==> src/design/metaball_field_cell_top_defines.svh <==
// Assertion macros used by the metaball field cell top module.
// Each macro expects clk and rst to be visible in the using module.
`ifndef METABALL_FIELD_CELL_TOP_DEFINES_SVH
`define METABALL_FIELD_CELL_TOP_DEFINES_SVH

// Same-cycle implication, checked outside reset.
`define MFC_ASSERT_NOW(lbl, ante, cons) \
  lbl: assert property (@(posedge clk) disable iff (rst) (ante) |-> (cons)) \
    else $error("mfc assertion failed");

// Next-cycle implication, checked outside reset.
`define MFC_ASSERT_NEXT(lbl, ante, cons) \
  lbl: assert property (@(posedge clk) disable iff (rst) (ante) |=> (cons)) \
    else $error("mfc assertion failed");

`endif

==> src/design/mfc_pkg.sv <==
// Package for the metaball field cell: field widths, constants, state type.
// No dependencies.
package mfc_pkg;
  localparam int BLOB_COUNT_DEF   = 8;
  localparam int SCALE_FACTOR_DEF = 2;
  localparam int POS_W            = 10;
  localparam int GAIN_W           = 24;
  localparam int CELL_W           = 9;
  localparam int IDX_W            = 3;
  localparam int FIELD_W          = 8;
  localparam int FIELD_BIAS       = 16;
  localparam int FIELD_MAX        = 255;

  localparam logic ACT_LOAD    = 1'b0;
  localparam logic ACT_COMPUTE = 1'b1;

  typedef enum logic [2:0] {
    ST_IDLE,
    ST_READ,
    ST_DIFF,
    ST_SQ,
    ST_DEN,
    ST_CHK,
    ST_DIV,
    ST_DONE
  } mfc_state_t;
endpackage

==> src/design/metaball_field_cell_top.sv <==
// Metaball field cell: blob table in RAM, sequential per-blob field sum.
// Depends on mfc_pkg, mfc_ram, mfc_div and metaball_field_cell_top_defines.svh.
//
//  channel | handshake          | payload
//  --------+--------------------+-----------------------------------------------
//  in      | in_valid, in_stall | action, blob_index, blob_x, blob_y,
//          |                    | blob_strength, cell_x, cell_y
//  out     | out_valid,out_stall| field_value
//
// A load item writes one blob entry; it gives no result.
// A compute item visits every blob in turn: it reads the entry and forms the
// denominator, then uses the shared one-bit-per-cycle divider only when the
// strength is not below the denominator.
// Reset clears the per-entry valid bits at once; an unloaded blob reads as
// zero strength at zero distance, so it is skipped without a divide. The
// result sits in an output register, so the next item is taken while it
// waits; a finished sum waits for that register to free up.
`include "metaball_field_cell_top_defines.svh"
module metaball_field_cell_top #(
  parameter int BLOB_COUNT   = mfc_pkg::BLOB_COUNT_DEF,
  parameter int SCALE_FACTOR = mfc_pkg::SCALE_FACTOR_DEF
) (
  input  logic                         clk,
  input  logic                         rst,
  input  logic                         in_valid,
  output logic                         in_stall,
  input  logic                         action,
  input  logic [mfc_pkg::IDX_W-1:0]    blob_index,
  input  logic [mfc_pkg::POS_W-1:0]    blob_x,
  input  logic [mfc_pkg::POS_W-1:0]    blob_y,
  input  logic [mfc_pkg::GAIN_W-1:0]   blob_strength,
  input  logic [mfc_pkg::CELL_W-1:0]   cell_x,
  input  logic [mfc_pkg::CELL_W-1:0]   cell_y,
  output logic                         out_valid,
  input  logic                         out_stall,
  output logic [mfc_pkg::FIELD_W-1:0]  field_value
);
  import mfc_pkg::*;

  // Address width of the blob table, widths of the distance arithmetic, the entry and the sum.
  localparam int AW    = (BLOB_COUNT > 1) ? $clog2(BLOB_COUNT) : 1;
  localparam int PW    = CELL_W + $clog2(SCALE_FACTOR + 1);
  localparam int DXW   = (PW > POS_W) ? PW : POS_W;
  localparam int SQW   = 2 * DXW;
  localparam int DENW  = SQW + 2;
  localparam int CMPW  = (DENW > GAIN_W) ? DENW : GAIN_W;
  localparam int ENTW  = 2 * POS_W + GAIN_W;
  localparam int SUMW  = GAIN_W + 1;

  mfc_state_t state, state_next;

  logic [AW-1:0]         idx;
  logic [BLOB_COUNT-1:0] loaded;
  logic [DXW-1:0]        px, py;
  logic [DXW-1:0]        dx, dy;
  logic [SQW-1:0]        dx2, dy2;
  logic [DENW-1:0]       den;
  logic [GAIN_W-1:0]     gain;
  logic [FIELD_W-1:0]    acc;

  logic                  in_acc;
  logic                  load_we;
  logic [ENTW-1:0]       rd_entry;
  logic [DXW-1:0]        col, row;
  logic                  div_start, div_done;
  logic [GAIN_W-1:0]     div_q;
  logic                  add_en;
  logic [GAIN_W-1:0]     add_val;
  logic [SUMW-1:0]       sum;
  logic                  last_blob;
  logic                  out_free;

  assign in_stall  = (state != ST_IDLE);
  assign in_acc    = in_valid && !in_stall;
  assign load_we   = in_acc && (action == ACT_LOAD)
                     && ({2'b00, blob_index} < 5'(BLOB_COUNT));
  assign last_blob = (idx == AW'(BLOB_COUNT - 1));
  assign out_free  = !out_valid || !out_stall;

  // Each entry packs column, row and strength side by side.
  mfc_ram #(.WIDTH(ENTW), .DEPTH(BLOB_COUNT), .AW(AW)) u_blob_ram (
    .clk   (clk),
    .we    (load_we),
    .waddr (AW'(blob_index)),
    .wdata ({blob_x, blob_y, blob_strength}),
    .raddr (idx),
    .rdata (rd_entry)
  );

  mfc_div #(.NUMW(GAIN_W), .DENW(DENW)) u_div (
    .clk   (clk),
    .rst   (rst),
    .start (div_start),
    .num   (gain),
    .den   (den),
    .done  (div_done),
    .quot  (div_q)
  );

  assign col = DXW'(rd_entry[ENTW-1 -: POS_W]);
  assign row = DXW'(rd_entry[GAIN_W +: POS_W]);

  always_comb begin
    state_next = state;
    div_start  = 1'b0;
    add_en     = 1'b0;
    add_val    = div_q;
    case (state)
      ST_IDLE: begin
        if (in_acc && action == ACT_COMPUTE) state_next = ST_READ;
      end
      ST_READ: state_next = ST_DIFF;
      ST_DIFF: state_next = ST_SQ;
      ST_SQ:   state_next = ST_DEN;
      ST_DEN:  state_next = ST_CHK;
      ST_CHK: begin
        // A strength below the denominator contributes zero; skip the divide.
        if (CMPW'(gain) < CMPW'(den)) begin
          state_next = last_blob ? ST_DONE : ST_READ;
        end else begin
          div_start  = 1'b1;
          state_next = ST_DIV;
        end
      end
      ST_DIV: begin
        if (div_done) begin
          add_en     = 1'b1;
          state_next = last_blob ? ST_DONE : ST_READ;
        end
      end
      ST_DONE: begin
        if (out_free) state_next = ST_IDLE;
      end
      default: state_next = ST_IDLE;
    endcase
  end

  assign sum = SUMW'(acc) + SUMW'(add_val);

  always_ff @(posedge clk) begin
    if (rst) begin
      state <= ST_IDLE;
    end else begin
      state <= state_next;
    end
  end

  always_ff @(posedge clk) begin
    if (rst) begin
      loaded    <= '0;
      idx       <= '0;
      out_valid <= 1'b0;
    end else begin
      if (load_we) loaded[AW'(blob_index)] <= 1'b1;
      if (state == ST_IDLE) begin
        idx <= '0;
      end else if ((state == ST_CHK && state_next != ST_DIV) ||
                   (state == ST_DIV && div_done)) begin
        if (!last_blob) idx <= idx + 1'b1;
      end
      if (state == ST_DONE && out_free) begin
        out_valid <= 1'b1;
      end else if (!out_stall) begin
        out_valid <= 1'b0;
      end
    end
  end

  // Datapath registers: scaled cell position, one blob term, the running sum and the result.
  always_ff @(posedge clk) begin
    if (in_acc && action == ACT_COMPUTE) begin
      px  <= DXW'(cell_x) * DXW'(SCALE_FACTOR);
      py  <= DXW'(cell_y) * DXW'(SCALE_FACTOR);
      acc <= '0;
    end
    if (state == ST_DIFF) begin
      // An entry never loaded holds no defined position; treat it as an
      // empty blob right on the cell.
      if (loaded[idx]) begin
        dx   <= (px >= col) ? (px - col) : (col - px);
        dy   <= (py >= row) ? (py - row) : (row - py);
        gain <= rd_entry[GAIN_W-1:0];
      end else begin
        dx   <= '0;
        dy   <= '0;
        gain <= '0;
      end
    end
    if (state == ST_SQ) begin
      dx2 <= SQW'(dx) * SQW'(dx);
      dy2 <= SQW'(dy) * SQW'(dy);
    end
    if (state == ST_DEN) begin
      den <= DENW'(dx2) + DENW'(dy2) + DENW'(FIELD_BIAS);
    end
    if (add_en) begin
      acc <= (sum > SUMW'(FIELD_MAX)) ? FIELD_W'(FIELD_MAX) : sum[FIELD_W-1:0];
    end
    if (state == ST_DONE && out_free) begin
      field_value <= acc;
    end
  end

  `MFC_ASSERT_NEXT(a_compute_starts, in_acc && action == ACT_COMPUTE, state == ST_READ)
  `MFC_ASSERT_NOW(a_idx_in_range, 1'b1, idx <= AW'(BLOB_COUNT - 1))
  `MFC_ASSERT_NOW(a_result_from_done, $rose(out_valid), $past(state) == ST_DONE)
  `MFC_ASSERT_NEXT(a_load_stays_idle, in_acc && action == ACT_LOAD, state == ST_IDLE)
endmodule

==> src/design/mfc_ram.sv <==
// Generic single-write, single-read RAM with a registered read port.
// No dependencies.
module mfc_ram #(
  parameter int WIDTH = 8,
  parameter int DEPTH = 8,
  parameter int AW    = (DEPTH > 1) ? $clog2(DEPTH) : 1
) (
  input  logic             clk,
  input  logic             we,
  input  logic [AW-1:0]    waddr,
  input  logic [WIDTH-1:0] wdata,
  input  logic [AW-1:0]    raddr,
  output logic [WIDTH-1:0] rdata
);
  logic [WIDTH-1:0] mem [DEPTH];

  always_ff @(posedge clk) begin
    if (we) begin
      mem[waddr] <= wdata;
    end
    rdata <= mem[raddr];
  end
endmodule

==> src/design/mfc_div.sv <==
// Restoring divider, one quotient bit per cycle.
// Depends on nothing but its parameters.
module mfc_div #(
  parameter int NUMW = 24,
  parameter int DENW = 22
) (
  input  logic            clk,
  input  logic            rst,
  input  logic            start,
  input  logic [NUMW-1:0] num,
  input  logic [DENW-1:0] den,
  output logic            done,
  output logic [NUMW-1:0] quot
);
  localparam int CW = (NUMW > 1) ? $clog2(NUMW) : 1;

  logic          busy;
  logic [CW-1:0] cnt;
  logic [DENW-1:0] rem;
  logic [DENW-1:0] dsr;
  logic [DENW:0]   shifted;
  logic            ge;

  assign shifted = {rem, quot[NUMW-1]};
  assign ge      = (shifted >= {1'b0, dsr});

  always_ff @(posedge clk) begin
    if (rst) begin
      busy <= 1'b0;
      done <= 1'b0;
      cnt  <= '0;
    end else begin
      done <= 1'b0;
      if (start) begin
        busy <= 1'b1;
        cnt  <= '0;
      end else if (busy) begin
        cnt <= cnt + 1'b1;
        if (cnt == CW'(NUMW - 1)) begin
          busy <= 1'b0;
          done <= 1'b1;
        end
      end
    end
  end

  always_ff @(posedge clk) begin
    if (start) begin
      rem  <= '0;
      quot <= num;
      dsr  <= den;
    end else if (busy) begin
      rem  <= ge ? DENW'(shifted - {1'b0, dsr}) : shifted[DENW-1:0];
      quot <= {quot[NUMW-2:0], ge};
    end
  end
endmodule
==> config.mk <==
export PLATFORM = sky130hd
export DESIGN_NAME = metaball_field_cell_top
export DESIGN_NICKNAME = d
export VERILOG_FILES = /design/src/design/mfc_pkg.sv /design/src/design/metaball_field_cell_top.sv /design/src/design/mfc_ram.sv /design/src/design/mfc_div.sv
export VERILOG_INCLUDE_DIRS = /design/src /design/src/design
export SDC_FILE = /design/constraint.sdc
export NUM_CORES = 1
export LEC_CHECK = 0
export BUFFER_PORTS_ARGS = -buffer_cell sky130_fd_sc_hd__buf_4
export CAP_MARGIN = 30
export CORE_MARGIN = 10
export CORE_UTILIZATION = 65
export DETAILED_ROUTE_END_ITERATION = 16
export PLACE_DENSITY = 0.93
export SETUP_SLACK_MARGIN = 0.15
export SLEW_MARGIN = 5
export SYNTH_ARGS = -nofsm -noshare
export SYNTH_HDL_FRONTEND = slang
export SYNTH_SLANG_ARGS = --single-unit
==> constraint.sdc <==
create_clock -name clk -period 14.85 [get_ports clk]
set_clock_uncertainty 0.1 [all_clocks]
set_input_delay 1.485 -clock clk [delete_from_list [all_inputs] [get_ports clk]]
set_output_delay 1.485 -clock clk [all_outputs]
set_load 0.02 [all_outputs]
# Word level (Yosys, flattened, before mapping)
# Memory sizes are Yosys's and may differ from the RTL's. A register that Yosys moved wholly into a read port is not among the register bits.
# Index checks and enable logic that the tools add are counted.
# Widths: inputs -> output; s select.
totals:
  regBits: 242
  latchBits: 0
  ramBits: 352
  rom_bits: 0
  word_cells: 106
  n_memories: 1
classes:
  add_sub_neg: 10
  n_mul: 2
  n_div: 0
  n_lt_le_gt_ge: 8
  n_eq_ne: 11
  shift: 0
  n_mux: 30
  bitwise: 4
  n_reduce_logical: 20
memory_table:
  columns: ["memory", "depth", "word_bits", "rd", "rd_ports_with_merged_regs", "wr", "line", "text"]
  rows:
  - ["u_blob_ram.mem", 8, 44, 1, 1, 1, "mfc_ram.sv:15", "logic [WIDTH-1:0] mem [DEPTH];"]
ops:
  columns: ["operator", "n"]
  rows:
  - ["$mux 24", 3]
  - ["$mul 11x11->22", 2]
  - ["$sub 10x10->11", 4]
  - ["$add 8x24->25", 1]
  - ["$ge 25x24->1", 1]
  - ["$gt 25x8->1 const B", 1]
  - ["$add 23x5->24 const B", 1]
  - ["$lt 24x24->1", 1]
  - ["$mux 8", 3]
  - ["$pmux 3 s8", 1]
  - ["$sub 24x24->24", 1]
  - ["$add 22x22->23", 1]
  - ["$mux 11", 2]
  - ["$ge 10x10->1", 2]
  - ["$eq 3x3->1 const B", 5]
  - ["$mux 3", 5]
  - ["$mux 1", 14]
  - ["$lt 3x4->1 const B", 2]
  - ["$or 8x8->8", 1]
  - ["$logic_and 1x1->1", 7]
  - ["$eq 3x2->1 const B", 2]
  - ["$add 5x1->5 const B", 1]
  - ["$eq 5x5->1 const B", 1]
  - ["$reduce_bool 2->1", 2]
  - ["15 further kinds", 21]

# Depth between registers and ports, before layout
depth:
  word_depth: 10
  ltp_mapped: 23
  ltp_nobuf: 22

# By module
# A second synthesis with hierarchy kept.
unflattened:
  cells_unflattened: 2620
  area_unflattened_um2: 34802.1
modules_own_cells:
  columns: ["module", "instances", "cells_each", "area_each_um2", "seq_area_each_um2"]
  rows:
  - ["metaball_field_cell_top", 1, 1633, 16270.6, 4684.5]
  - ["mfc_ram", 1, 566, 14186.1, 11451.0]
  - ["mfc_div", 1, 421, 4345.4, 2062.0]

# Least setup slack after synthesis
# No wires, ideal clock.
synth_path:
  kind: "flip-flop to flip-flop"
  start: "register dy[2]"
  end: "register dy2[21] (data pin)"
  t_arrival_ns: 5.278
  path_slack_ns: 9.210
  path_stages_with_launch: 21
  path_cell_list: "edfxtp_1 -> clkbuf_1 -> nand2_1 -> fa_1 -> inv_1 -> fa_1 -> inv_1 -> fa_1 -> inv_1 -> fa_1 -> inv_1 -> fa_1 -> inv_1 -> ha_1 -> o41a_1 -> nand4_1 -> nand3_1 -> o41a_1 -> a211o_1 -> o31ai_2 -> xnor2_1"
synth_between:
  elab_chain_cells: 1
synth_rtl:
  columns: ["item", "line", "text"]
  rows:
  - ["start, declared", "metaball_field_cell_top.sv:55", "logic [DXW-1:0] dx, dy;"]
  - ["start signal, assigned", "metaball_field_cell_top.sv:181", "dy <= (py >= row) ? (py - row) : (row - py);"]
  - ["$mul 11x11->22", "metaball_field_cell_top.sv:191", "dy2 <= SQW'(dy) * SQW'(dy);"]
  - ["end signal, assigned", "metaball_field_cell_top.sv:191", null]
  - ["end, declared", "metaball_field_cell_top.sv:56", "logic [SQW-1:0] dx2, dy2;"]
# No other way between the ends.
# A chain may end at the register's enable or synchronous reset.

# Worst setup path after layout
layout_path:
  start: "register dx[8]"
  end: "register dx2[21] (data pin)"
layout_between:
  elab_chain_cells: 1
layout_rtl:
  columns: ["item", "line", "text"]
  rows:
  - ["start, declared", "metaball_field_cell_top.sv:55", null]
  - ["start signal, assigned", "metaball_field_cell_top.sv:180", "dx <= (px >= col) ? (px - col) : (col - px);"]
  - ["$mul 11x11->22", "metaball_field_cell_top.sv:190", "dx2 <= SQW'(dx) * SQW'(dx);"]
  - ["end signal, assigned", "metaball_field_cell_top.sv:190", null]
  - ["end, declared", "metaball_field_cell_top.sv:56", null]
# No other way between the ends.

==> qor.yml <==
grt:
  grt_util_met1_pct: 29.9
  grt_max_degree: 68
  antenna_found_initial: 0
  grt_pass1_vias: 23000
  use_met2_pct: 46.7
  overflow: 0
  use_met3_pct: 4.64
  grt_pass1_wl_um: 129000
  grt_usage_pct: 26.3
  grt-busiest-layer: "met2"
drt:
  routed_wl_um: 83400
  drtIter0Drc: 2418
  dr.pass1.iters: 9
  wl_per_cell_um: 24.3
  drc: 0
  avgViaCountPerCell: 6.39
  num_vias: 21900
  antenna_left: 0
clock_tree:
  cts.path.max_buffers: 3
  numCtsBuffers: 66
  cts.sinks: 636
  clkTransAtPathRegs_ns: 0.06
  clock_latency_ns: 0.63
  cts_root_buffer: "clkbuf_16"
  ctsHtreeMaxLevel: 3
  post_cts_resized: 0
  postCtsSetupBuffers: 0
  cts_tree: "built"
  hold_buffers: 0
timing:
  worstMarginPinSlew_ns: 0.867
  finalSetupViolations: 0
  drv_slew: 0
  hold_viol: 0
  relSlewSlack_pct: 42.2
  fin_setup_tns_ns: 0
  finalWorstPathRequiredPeriod_ns: 6.25
  rsz0062_at_grt: "no"
  clock.fmax_mhz: 160
  post-route-period-util_pct: 42.1
critical_path:
  end_kind: "flip-flop"
  cp_data_arrival_time_ns: 6.51
  crit_end: "dx2[21]"
  critPathKind: "reg2reg"
  critical_path.slowest_cell: "edfxtp_1"
  cp_cell_sequence: "and2_1 -> fa_1 -> fa_1 -> fa_1 -> fa_1 -> inv_1 -> fa_1 -> inv_1 -> ha_1 -> a21oi_1 -> o21ai_0 -> a31oi_1 -> a21oi_1 -> o2111ai_1 -> nand4b_1 -> a21o_1 -> a21oi_1 -> xor2_1"
  r2r-start: "dx[8]"
  cpPeakStageDelay_ns: 0.69
  regToRegSetupSlack_ns: 8.60
  r2r-end: "dx2[21]"
  crit_start: "dx[8]"
  cp-start-kind: "flip-flop"
  crit_fanout: 13
  cpMostUsedCell: "fa_1"
  ff2ff_path_depth: 18
  crit_required_ns: 15.11
floorplan:
  rows: 84
  fp.dieH_um: 250
  die-width_um: 250
  die-area_mm2: 0.0624
  io_pins: 80
  core_mm2: 0.0524
  start_util_pct: 65.5
min_path:
  hold_class: "reg2reg"
layout:
  drive_above_1_share_pct: 14.1
  nets: 3130
  stdcell_count: 3427
  syn_to_final_growth_pct: 10.6
  fillers: 2813
  diodes: 0
logic_synthesis:
  synth.distinct_cells: 76
  synth_seq_cells: 636
  syn-num-nets: 3036
  synthCells: 2592
  yosys_warnings: 0
  async_reset_ff_share_pct: 0
  syn_area_mm2: 0.0343
  synth_edf_count: 546
  ys_seq_area_share_pct: 53.0
  syn_area_per_cell_um2: 13.2
  synth_ff_type: "edfxtp_1"
run:
  cap_violations: 0
status:
  status: "finished, final reports clean"
placement:
  placed_cells: 3303
  io_buffer_count: 79
  dp.final_hpwl_um: 49800
  place.gp.congestion: 0.877
power_and_ir_drop:
  vdd_drop_max_v: 0.000145
  p_per_area_mw_per_mm2: 117
  p_leak_nw: 15.2
## final cells by class
| cell class | count | area, um2 | share of cell area, % |
|---|---|---|---|
| tap | 688 | 861 | 2.27 |
| multi-input combinational | 1547 | 14700 | 38.6 |
| inverter | 333 | 1250 | 3.29 |
| clock buffer | 88 | 1820 | 4.78 |
| sequential | 636 | 18200 | 47.9 |
| timing repair buffer | 102 | 806 | 2.12 |
| clock inverter | 33 | 378 | 0.995 |
## cells by family (layout without fill, tap and decap cells)
family,after synthesis,in the layout,synth area share [%]
flops,636,636,53.0
simple gates,555,555,7.91
buf+inv,409,556,4.52
fa+ha+maj,374,374,16.6
compound gates,324,324,6.35
mux,185,185,8.91
xor+xnor,108,108,2.75
other cells,1,1,0.0109
## registers in the layout, summed over array words and instances (netlist names), 11 cells and up
signal,cells
u_blob_ram.mem,352
u_blob_ram.rdata,44
den,24
gain,24
u_div.dsr,24
u_div.quot,24
u_div.rem,24
dx2,21
dy2,21
dx,11
dy,11
## synthesized netlist by cell type (all sizes together) (6+ instances only)
| cell type | n | area share [%] |
|---|---|---|
| xor2 | 42 | 1.1 |
| o21a | 17 | 0.38 |
| mux2i | 34 | 0.99 |
| or2 | 8 | 0.15 |
| and3 | 12 | 0.22 |
| nand3b | 7 | 0.15 |
| edfxtp | 546 | 48 |
| mux4 | 90 | 5.9 |
| o21bai | 6 | 0.13 |
| nand2 | 150 | 1.6 |
| o211ai | 8 | 0.17 |
| nor2 | 150 | 1.6 |
| nand4 | 11 | 0.20 |
| ha | 240 | 8.7 |
| nor3 | 30 | 0.44 |
| nor2b | 52 | 0.95 |
| nand2b | 17 | 0.31 |
| nand3 | 25 | 0.36 |
| and2 | 68 | 1.2 |
| fa | 134 | 7.8 |
| xnor2 | 66 | 1.7 |
| clkbuf | 55 | 0.60 |
| a211o | 9 | 0.23 |
| a21o | 36 | 0.79 |
| dfxtp | 90 | 5.2 |
| mux2 | 61 | 2.0 |
| a211oi | 30 | 0.66 |
| o21ai | 52 | 0.76 |
| a21oi | 97 | 1.4 |
| a31oi | 9 | 0.16 |
| buf | 21 | 0.28 |
| inv | 333 | 3.6 |
## where the power goes
part | leakage, nW | switching (W) | internal (W)
Sequential | 5.73 | 0.0000342 | 0.00200
Clock | 1.07 | 0.000734 | 0.000963
Combinational | 8.37 | 0.000429 | 0.000303
Total | 15.2 | 0.00120 | 0.00327
## per-stage QoR
step | total power (W) | utilization (%) | hold WS [ns] | area, um2 | worst slack, ns
floorplan | 0.00259 | - | 0.326 | 34300 | 9.21
global placement | 0.00272 | 68.1 | 0.336 | 35700 | 9.03
detailed placement | 0.00277 | 68.1 | 0.336 | 35700 | 8.88
CTS | 0.00446 | 72.3 | 0.349 | 37900 | 8.68
global route | 0.00461 | 72.4 | 0.362 | 38000 | 8.32
finish | 0.00446 | 72.4 | 0.349 | 38000 | 8.60
## metal layers
metal  wire (um)  vias to the layer above
met4        4490                        0
met2       43400                     1361
met5           0                        -
met1       28800                    10800
met3        6670                      351
li1            -                     9433
## critical path: cells and delay by family (launching register included)
kind	cells	cell delay [ns]
adders and majority gates	6	2.97
buffers and inverters	2	0.10
xor gates and xnor gates	1	0.11
DFF	1	0.69
AOI/OAI and AO/OA	7	1.53
and+or+nand+nor	2	0.49
## worst min path at each step
| stage | cells after the start | from | to | slack, ns |
|---|---|---|---|---|
| 3_3_place_gp | 0 | den[11] | u_div.dsr[11] | 0.34 |
| 6_report | 0 | den[14] | u_div.dsr[14] | 0.35 |
| 5_1_grt | 0 | den[18] | u_div.dsr[18] | 0.36 |
| 4_1_cts | 0 | den[14] | u_div.dsr[14] | 0.35 |
| 3_5_place_dp | 0 | den[14] | u_div.dsr[14] | 0.34 |
| 2_1_floorplan | 0 | den[10] | u_div.dsr[10] | 0.33 |
## cells in the final DEF, fill, tap and decap left out, types with 59 or more instances in the layout
cell type and count:
edfxtp_1 546, inv_1 332, ha_1 240, nand2_1 150
nor2_1 142, fa_1 134, buf_4 100, a21oi_1 95
mux4_2 90, dfxtp_1 87, and2_1 68, clkbuf_16 68
xnor2_1 66, mux2_2 59
No activity file was read; power rests on OpenSTA's default activity.
